[src/design/smrh_pkg.sv]
`timescale 1ns / 1ps
`default_nettype none
// ----------------------------------------------------------------------------
// smrh_pkg
// Shared types, constants and mixing functions of the salted multiply-rotate
// hash.
// ----------------------------------------------------------------------------
package smrh_pkg;

    localparam logic [1:0] OP_WORD   = 2'd0;
    localparam logic [1:0] OP_TAIL   = 2'd1;
    localparam logic [1:0] OP_FINISH = 2'd2;

    localparam logic [63:0] SEED_BASE  = 64'h736f6d6570736575;
    localparam logic [63:0] MIX_B_INIT = 64'h646f72616e646f6d;
    localparam logic [31:0] SEED_MULT  = 32'h007C94A7;
    localparam logic [31:0] SEED_BIAS  = 32'h000000C1;

    // Commands from the controller to the datapath.
    typedef struct packed {
        logic absorb;   // first mixing round from the input word
        logic tail;     // the word is a tail byte
        logic finish;   // second mixing round
        logic emit;     // load the folded hash and reseed
    } t_dp_cmd;

    function automatic logic [63:0] rotl64(input logic [63:0] x, input int unsigned r);
        rotl64 = (x << r) | (x >> (64 - r));
    endfunction

    function automatic logic [63:0] scramble(input logic [63:0] t);
        scramble = (t * 64'd11) ^ rotl64(t, 17);
    endfunction

    function automatic logic [63:0] seed_of(input logic [31:0] salt);
        logic [31:0] prod;
        prod    = 32'(SEED_MULT * (salt + SEED_BIAS));
        seed_of = SEED_BASE + {32'd0, prod};
    endfunction

endpackage
`default_nettype wire

[src/design/smrh_in_if.sv]
`timescale 1ns / 1ps
`default_nettype none
// ----------------------------------------------------------------------------
// smrh_in_if
// Input channel of the hash: one message element per word.
// ----------------------------------------------------------------------------
interface smrh_in_if;
    logic        valid;
    logic        ready;
    logic [1:0]  operation;
    logic [63:0] data_word;
    logic        is_last;

    modport source(output valid, output operation, output data_word, output is_last,
                   input ready);
    modport sink(input valid, input operation, input data_word, input is_last,
                 output ready);
endinterface
`default_nettype wire

[src/design/smrh_out_if.sv]
`timescale 1ns / 1ps
`default_nettype none
// ----------------------------------------------------------------------------
// smrh_out_if
// Output channel of the hash: one folded hash per word.
// ----------------------------------------------------------------------------
interface smrh_out_if;
    logic        valid;
    logic        ready;
    logic [31:0] hash_value;

    modport source(output valid, output hash_value, input ready);
    modport sink(input valid, input hash_value, output ready);
endinterface
`default_nettype wire

[src/design/smrh_dpath.sv]
`timescale 1ns / 1ps
`default_nettype none
// ----------------------------------------------------------------------------
// smrh_dpath
// Hash state, two-round mixing datapath, salt/seed registers and the output
// hash register with its XOR fold.
// ----------------------------------------------------------------------------
module smrh_dpath #(
    parameter int HASH_OUT_BITS = 32
) (
    input  wire logic              i_clk,
    input  wire logic              i_rst_n,
    input  wire smrh_pkg::t_dp_cmd i_cmd,
    input  wire logic [63:0]       i_data_word,
    input  wire logic              i_cfg_wr_en,
    input  wire logic [31:0]       i_cfg_wr_data,
    output logic [31:0]            o_hash_value
);
    import smrh_pkg::*;

    localparam int          NCHUNK    = (64 + HASH_OUT_BITS - 1) / HASH_OUT_BITS;
    localparam logic [63:0] CHUNK_MSK = (64'd1 << HASH_OUT_BITS) - 64'd1;

    logic [63:0] r_mix_a, n_mix_a;
    logic [63:0] r_mix_b, n_mix_b;
    logic [31:0] r_offset, n_offset;
    logic [31:0] r_salt, n_salt;
    logic [63:0] r_seed, n_seed;
    logic [31:0] r_hash, n_hash;

    logic [63:0] elem;
    logic [63:0] t1, t2, t3;
    logic [63:0] a1, a2, b1, b2;
    logic [31:0] fold;
    logic [63:0] cfg_seed;

    always_comb begin
        elem = i_cmd.tail ? {56'd0, i_data_word[7:0]} : i_data_word;
        t1   = scramble(elem) + {32'd0, r_offset} + {32'd0, r_salt};
        t2   = scramble(t1);
        t3   = scramble(t2);
        a1   = ((r_mix_a ^ elem) * 64'd13) + rotl64(t3, 23);
        // Second round works on the intermediate mix_a left by the first.
        a2   = (r_mix_a * 64'd13) + rotl64(r_mix_a, 23);
        b1   = (r_mix_b * 64'd19) + rotl64(a2, 29);
        b2   = (b1 * 64'd19) + rotl64(b1, 29);
    end

    always_comb begin
        fold = '0;
        for (int c = 0; c < NCHUNK; c++) begin
            fold = fold ^ 32'((r_mix_b >> (c * HASH_OUT_BITS)) & CHUNK_MSK);
        end
    end

    assign cfg_seed = seed_of(i_cfg_wr_data);

    always_comb begin
        n_mix_a  = r_mix_a;
        n_mix_b  = r_mix_b;
        n_offset = r_offset;
        n_salt   = r_salt;
        n_seed   = r_seed;
        n_hash   = r_hash;
        if (i_cfg_wr_en) begin
            n_salt   = i_cfg_wr_data;
            n_seed   = cfg_seed;
            n_mix_a  = cfg_seed;
            n_mix_b  = MIX_B_INIT;
            n_offset = '0;
        end else if (i_cmd.absorb) begin
            n_mix_a  = a1;
            n_offset = r_offset + (i_cmd.tail ? 32'd1 : 32'd8);
        end else if (i_cmd.finish) begin
            n_mix_a = a2;
            n_mix_b = b2;
        end else if (i_cmd.emit) begin
            n_hash   = fold;
            n_mix_a  = r_seed;
            n_mix_b  = MIX_B_INIT;
            n_offset = '0;
        end
    end

    always_ff @(posedge i_clk) begin
        if (!i_rst_n) begin
            r_salt   <= '0;
            r_seed   <= seed_of(32'd0);
            r_mix_a  <= seed_of(32'd0);
            r_mix_b  <= MIX_B_INIT;
            r_offset <= '0;
        end else begin
            r_salt   <= n_salt;
            r_seed   <= n_seed;
            r_mix_a  <= n_mix_a;
            r_mix_b  <= n_mix_b;
            r_offset <= n_offset;
        end
        r_hash <= n_hash;
    end

    assign o_hash_value = r_hash;

endmodule
`default_nettype wire

[src/design/smrh_ctrl.sv]
`timescale 1ns / 1ps
`default_nettype none
// ----------------------------------------------------------------------------
// smrh_ctrl
// Sequencer of the hash: input handshake, mixing rounds, hash emission and
// the valid flag of the output register.
// ----------------------------------------------------------------------------
module smrh_ctrl (
    input  wire logic       i_clk,
    input  wire logic       i_rst_n,
    input  wire logic       i_valid,
    input  wire logic [1:0] i_operation,
    input  wire logic       i_is_last,
    output logic            o_ready,
    input  wire logic       i_out_ready,
    output logic            o_out_valid,
    output smrh_pkg::t_dp_cmd o_cmd
);
    import smrh_pkg::*;

    typedef enum logic [1:0] {
        S_IDLE,
        S_MIX,
        S_EMIT
    } t_state;

    t_state r_state, n_state;
    logic   r_last, n_last;
    logic   r_out_valid, n_out_valid;
    logic   accept;
    logic   slot_free;
    logic   is_data;

    assign o_ready   = (r_state == S_IDLE);
    assign accept    = i_valid && o_ready;
    assign slot_free = !r_out_valid || i_out_ready;
    assign is_data   = (i_operation == OP_WORD) || (i_operation == OP_TAIL);

    always_comb begin
        o_cmd.absorb = accept && is_data;
        o_cmd.tail   = (i_operation == OP_TAIL);
        o_cmd.finish = (r_state == S_MIX);
        o_cmd.emit   = (r_state == S_EMIT) && slot_free;
    end

    always_comb begin
        n_state     = r_state;
        n_last      = r_last;
        n_out_valid = r_out_valid;
        if (r_out_valid && i_out_ready) begin
            n_out_valid = 1'b0;
        end
        unique case (r_state)
            S_IDLE: begin
                if (accept) begin
                    if (is_data) begin
                        n_state = S_MIX;
                        n_last  = i_is_last;
                    end else if (i_operation == OP_FINISH) begin
                        n_state = S_EMIT;
                    end
                end
            end
            S_MIX: begin
                n_state = r_last ? S_EMIT : S_IDLE;
            end
            S_EMIT: begin
                if (slot_free) begin
                    n_state     = S_IDLE;
                    n_out_valid = 1'b1;
                end
            end
            default: begin
                n_state = S_IDLE;
            end
        endcase
    end

    always_ff @(posedge i_clk) begin
        if (!i_rst_n) begin
            r_state     <= S_IDLE;
            r_last      <= 1'b0;
            r_out_valid <= 1'b0;
        end else begin
            r_state     <= n_state;
            r_last      <= n_last;
            r_out_valid <= n_out_valid;
        end
    end

    assign o_out_valid = r_out_valid;

`ifndef SYNTHESIS
    // A new hash never overwrites one that is still waiting.
    a_emit_slot: assert property (@(posedge i_clk) disable iff (!i_rst_n)
        o_cmd.emit |-> (!r_out_valid || i_out_ready))
        else $error("hash emitted over a pending word");

    a_emit_valid: assert property (@(posedge i_clk) disable iff (!i_rst_n)
        o_cmd.emit |=> r_out_valid)
        else $error("emitted hash not presented");

    // A data element always gets its second round in the next cycle.
    a_absorb_round: assert property (@(posedge i_clk) disable iff (!i_rst_n)
        o_cmd.absorb |=> o_cmd.finish)
        else $error("second mixing round missing");

    a_cmd_excl: assert property (@(posedge i_clk) disable iff (!i_rst_n)
        $countones({o_cmd.absorb, o_cmd.finish, o_cmd.emit}) <= 1)
        else $error("conflicting datapath commands");
`endif

endmodule
`default_nettype wire

[src/design/salted_multiply_rotate_hash.sv]
`timescale 1ns / 1ps
`default_nettype none
// ----------------------------------------------------------------------------
// salted_multiply_rotate_hash
// Salted multiply-rotate hash over 64-bit words and tail bytes.
// ----------------------------------------------------------------------------
// For each word or tail byte, the acceptance cycle runs the element
// scrambling and the first mix_a update, and the next cycle runs the second
// mix_a update and both mix_b updates. An element marked last, or a finish
// word, leads to an emit state in which the folded hash is loaded into the
// output register and the state is reseeded; that state waits while the
// output register still holds a hash that has not been taken. An unused
// operation code is accepted and does nothing. Writing the salt reseeds the
// state in the same cycle.
module salted_multiply_rotate_hash #(
    parameter int HASH_OUT_BITS = 32
) (
    input  wire logic        i_clk,
    input  wire logic        i_rst_n,
    input  wire logic        i_cfg_wr_en,
    input  wire logic [31:0] i_cfg_wr_data,
    smrh_in_if.sink          i_in,
    smrh_out_if.source       o_out
);
    import smrh_pkg::*;

    t_dp_cmd cmd;

    smrh_ctrl u_ctrl (
        .i_clk       (i_clk),
        .i_rst_n     (i_rst_n),
        .i_valid     (i_in.valid),
        .i_operation (i_in.operation),
        .i_is_last   (i_in.is_last),
        .o_ready     (i_in.ready),
        .i_out_ready (o_out.ready),
        .o_out_valid (o_out.valid),
        .o_cmd       (cmd)
    );

    smrh_dpath #(
        .HASH_OUT_BITS (HASH_OUT_BITS)
    ) u_dpath (
        .i_clk         (i_clk),
        .i_rst_n       (i_rst_n),
        .i_cmd         (cmd),
        .i_data_word   (i_in.data_word),
        .i_cfg_wr_en   (i_cfg_wr_en),
        .i_cfg_wr_data (i_cfg_wr_data),
        .o_hash_value  (o_out.hash_value)
    );

endmodule
`default_nettype wire
[src/flat_wrapper.sv]
// flat-port wrapper written by rule: the top's interface ports become plain ports
module salted_multiply_rotate_hash_flat import smrh_pkg::*;
#(
    parameter int HASH_OUT_BITS = 32
)
  (i_clk, i_rst_n, i_cfg_wr_en, i_cfg_wr_data, i_in_valid, i_in_operation, i_in_data_word, i_in_is_last, i_in_ready, o_out_valid, o_out_hash_value, o_out_ready);
  smrh_in_if i_in_i ();
  smrh_out_if o_out_i ();
  input  wire logic i_clk;
  input  wire logic i_rst_n;
  input  wire logic i_cfg_wr_en;
  input  wire logic [31:0] i_cfg_wr_data;
  input wire logic [$bits(i_in_i.valid)-1:0] i_in_valid;
  input wire logic [$bits(i_in_i.operation)-1:0] i_in_operation;
  input wire logic [$bits(i_in_i.data_word)-1:0] i_in_data_word;
  input wire logic [$bits(i_in_i.is_last)-1:0] i_in_is_last;
  output wire logic [$bits(i_in_i.ready)-1:0] i_in_ready;
  output wire logic [$bits(o_out_i.valid)-1:0] o_out_valid;
  output wire logic [$bits(o_out_i.hash_value)-1:0] o_out_hash_value;
  input wire logic [$bits(o_out_i.ready)-1:0] o_out_ready;
  assign i_in_i.valid = i_in_valid;
  assign i_in_i.operation = i_in_operation;
  assign i_in_i.data_word = i_in_data_word;
  assign i_in_i.is_last = i_in_is_last;
  assign i_in_ready = i_in_i.ready;
  assign o_out_valid = o_out_i.valid;
  assign o_out_hash_value = o_out_i.hash_value;
  assign o_out_i.ready = o_out_ready;
  salted_multiply_rotate_hash #(.HASH_OUT_BITS(HASH_OUT_BITS)) u_core (.i_clk(i_clk), .i_rst_n(i_rst_n), .i_cfg_wr_en(i_cfg_wr_en), .i_cfg_wr_data(i_cfg_wr_data), .i_in(i_in_i), .o_out(o_out_i));
endmodule
[config.mk]
export PLATFORM = sky130hd
export DESIGN_NAME = salted_multiply_rotate_hash_flat
export DESIGN_NICKNAME = d
export VERILOG_FILES = /design/src/design/smrh_pkg.sv /design/src/design/smrh_in_if.sv /design/src/design/smrh_out_if.sv /design/src/design/smrh_dpath.sv /design/src/design/smrh_ctrl.sv /design/src/design/salted_multiply_rotate_hash.sv /design/src/flat_wrapper.sv
export SDC_FILE = /design/constraint.sdc
export NUM_CORES = 2
export LEC_CHECK = 0
export ABC_CLOCK_PERIOD_IN_PS = 46200
export BUFFER_PORTS_ARGS = -buffer_cell sky130_fd_sc_hd__buf_4
export CAP_MARGIN = 25
export CORE_ASPECT_RATIO = 0.9
export CORE_MARGIN = 2
export CORE_UTILIZATION = 50
export CTS_BUF_LIST = sky130_fd_sc_hd__clkbuf_8
export CTS_CLUSTER_SIZE = 14
export DETAILED_ROUTE_END_ITERATION = 6
export PLACE_DENSITY = 0.65
export REMOVE_ABC_BUFFERS = 1
export SLEW_MARGIN = 30
export SYNTH_ARGS = -nofsm -noshare
export SYNTH_HDL_FRONTEND = slang
export SYNTH_SLANG_ARGS = --single-unit
export TNS_END_PERCENT = 5
[constraint.sdc]
create_clock -name i_clk -period 46.2 [get_ports i_clk]
set_clock_uncertainty 0.05 [all_clocks]
set_input_delay 4.62 -clock i_clk [delete_from_list [all_inputs] [get_ports i_clk]]
set_output_delay 4.62 -clock i_clk [all_outputs]
set_load 0.05 [all_outputs]
==> metrics.txt <==
DP Cell Count=10300; first-pass detailed-route iteration total=6; Area Growth Syn to Fin=6.82%; synth unique cells=103; largest net degree at the start of global routing=71; asr flop ratio synth=0%; Worst Max-Slew Pin Slew=1.12 ns; Post-CTS Setup Bufs=0; DRT iter0 DRCs=6130; final setup TNS=0 ns; # rows=131; RSZ-0062 raised after global routing=no; top-count cell post-synth=inv_1; H-Tree Depth=2; IO buf count=137; Mapped Cells=8419; Hold Vio Cnt, Final=0; Post-CTS Hold Fix Bufs=0; WP buf/inv=4; clock sinks=261; drt via density=5.78; FILL cells=13400; Worst Path Required=46.78 ns; top_reg_cell synth=dfxtp_1; syn avg cell area=8.43 sq um; Cell Count, Final, Fillers Out=10400; Slowest Stage Delay on Critical Path=0.80 ns; Crit. End Element=flop; via count=60400; outcome=completed; WL final=262000 microns; clock tree buffer depth=3; register area share after synthesis=7.82%; dominant cell type by area after synthesis=fa_1; Die Span Y=361 microns; CP most frequent cell=ha_1; Crit Path Max Fanout=69; crit path kind=in -> reg; Synth top area share=24.5%; Routability Congestion=1.07; gr usage total=35.8%; Horiz. Die Dim=401 microns; #FFs+latches synth=261; Final setup viols=0; # nets final=10600; slew margin rel.=24.5%; post-cts resize count=0; crit share post-route=51.5%; Post-synth EDFFs=32; final core utilization=53.6%; grt ovf=0; number of synthesis warnings=0; CTS Root Cell=clkbuf_8; Final Max Tran Viols=0; HP Class=reg -> reg; Post-synth top cells=1819 x inv_1, 1057 x ha_1, 868 x fa_1; layout cells sized above 1=4.92%; Placeable Area=141000 sq um; Worst-path clk slew=0.06 ns; CTS tree=done; Max-Cap Viols=0; Die ar.=145000 sq um; Worst-Skew Late Latency=0.74 ns; fin crit period=23.80 ns; Num CTS Buffers=51; vias in the first global route=59400; Arr. time, crit path=24.38 ns; synth top area cells=fa_1 24%, ha_1 19%, inv_1 9.6%; first-pass GRT wire length=386000 microns; io pins=138; CP startpoint kind=input pin; HPWL Detailed=227000 microns; drt drc=0; Synth Cell Area=70900 sq um; Routed WL per cell=25.1 microns; CP top delay family=compound AO/OA/AOI/OAI gates; Register-to-Register Setup Slack=28.73 ns; fmax=42.0 MHz; initial core utilization=50.2%; post-route ant nets=0; initial antenna violation count=13; crit path max-delay cell type=xnor2_1; hold slack final=0.399 ns
-- worst paths after layout --
| path | from | endpoint | cells past startpoint |
|---|---|---|---|
| setup / recovery | i_in_operation[1] | u_core.u_dpath.r_mix_a[63] | 71 |
| hold / removal | u_core.u_dpath.r_seed[28] | u_core.u_dpath.r_seed[28] | 2 |
| setup reg to reg | u_core.u_dpath.r_mix_a[21] | u_core.u_dpath.r_mix_b[51] | 59 |
| hold reg to reg | u_core.u_dpath.r_seed[28] | u_core.u_dpath.r_seed[28] | 2 |
-- area by class of cell --
cell class | count | area [sq um] | area share [%]
flip-flops and latches | 261 | 5550 | 7.32
clock inverters | 37 | 302 | 0.398
diodes | 3 | 7.51 | 0.00991
multi-input cells | 6178 | 58300 | 76.9
clock buffers | 57 | 785 | 1.04
well taps | 1862 | 2330 | 3.07
inverters | 1820 | 6830 | 9.01
repair buffers | 218 | 1670 | 2.20
-- cell usage in the layout, fill, tap and decap left out, types with 30 or more instances in the layout --
| master | instances |
|---|---|
| xnor2_1 | 600 |
| nand2b_1 | 75 |
| nand4_1 | 83 |
| dfxtp_1 | 229 |
| buf_4 | 216 |
| fa_1 | 868 |
| clkbuf_8 | 57 |
| o211ai_1 | 41 |
| ha_1 | 1057 |
| mux2i_1 | 42 |
| o21bai_1 | 80 |
| edfxtp_1 | 32 |
| a21o_1 | 341 |
| nand3_1 | 128 |
| a211oi_1 | 30 |
| a31oi_1 | 59 |
| nor3_1 | 75 |
| o22ai_1 | 34 |
| xor2_1 | 299 |
| o21a_1 | 67 |
| nor2_1 | 384 |
| and3_1 | 59 |
| o21ai_0 | 301 |
| nand2_1 | 468 |
| inv_1 | 1833 |
| a21oi_1 | 537 |
| nor2b_1 | 63 |
-- per-stage QoR --
| stage | setup slack (ns) | cell area, sq um |
|---|---|---|
| after CTS | 23.03 | 75600 |
| after global placement | 22.47 | 74400 |
| after floorplan | 25.20 | 70300 |
| after detailed placement | 22.34 | 74600 |
| after global routing | 21.40 | 75800 |
| final | 22.40 | 75800 |
-- worst reg2reg max path, delay by kind of cell, from the launching register on --
kind            cells  cell delay [ns]
flops               1             0.94
xor+xnor            3             0.82
fa+ha+maj          12             4.76
compound gates     24             7.57
simple gates       13             2.71
buf+inv             7             0.55
-- layer usage --
metal	up-vias	track usage, %	wire length (microns)
li1	27800	-	-
met1	29600	51.1	117000
met2	2584	51.7	106000
met3	358	10.9	29600
met4	10	10.2	8790
met5	-	0.894	233
-- cell families after synthesis --
kind of cell	synth area share [%]
xor gates and xnor gates	11.7
muxes	0.593
and+or+nand+nor	10.2
AOI/OAI and AO/OA	16.0
buffers and inverters	10.5
DFF	7.82
adders and majority gates	43.1
-- sequential cells by signal, summed over array words and instances (netlist names) --
signal                       flops
u_core.u_ctrl.o_out_valid        1
u_core.u_ctrl.r_last             1
u_core.u_ctrl.r_state            2
u_core.u_dpath.o_hash_value     32
u_core.u_dpath.r_mix_a          64
u_core.u_dpath.r_mix_b          64
u_core.u_dpath.r_offset         32
u_core.u_dpath.r_salt           32
u_core.u_dpath.r_seed           33
Power is left out: the tool's default activity adds up to more than one toggle a clock period on the data nets, which glitch-free logic cannot reach.
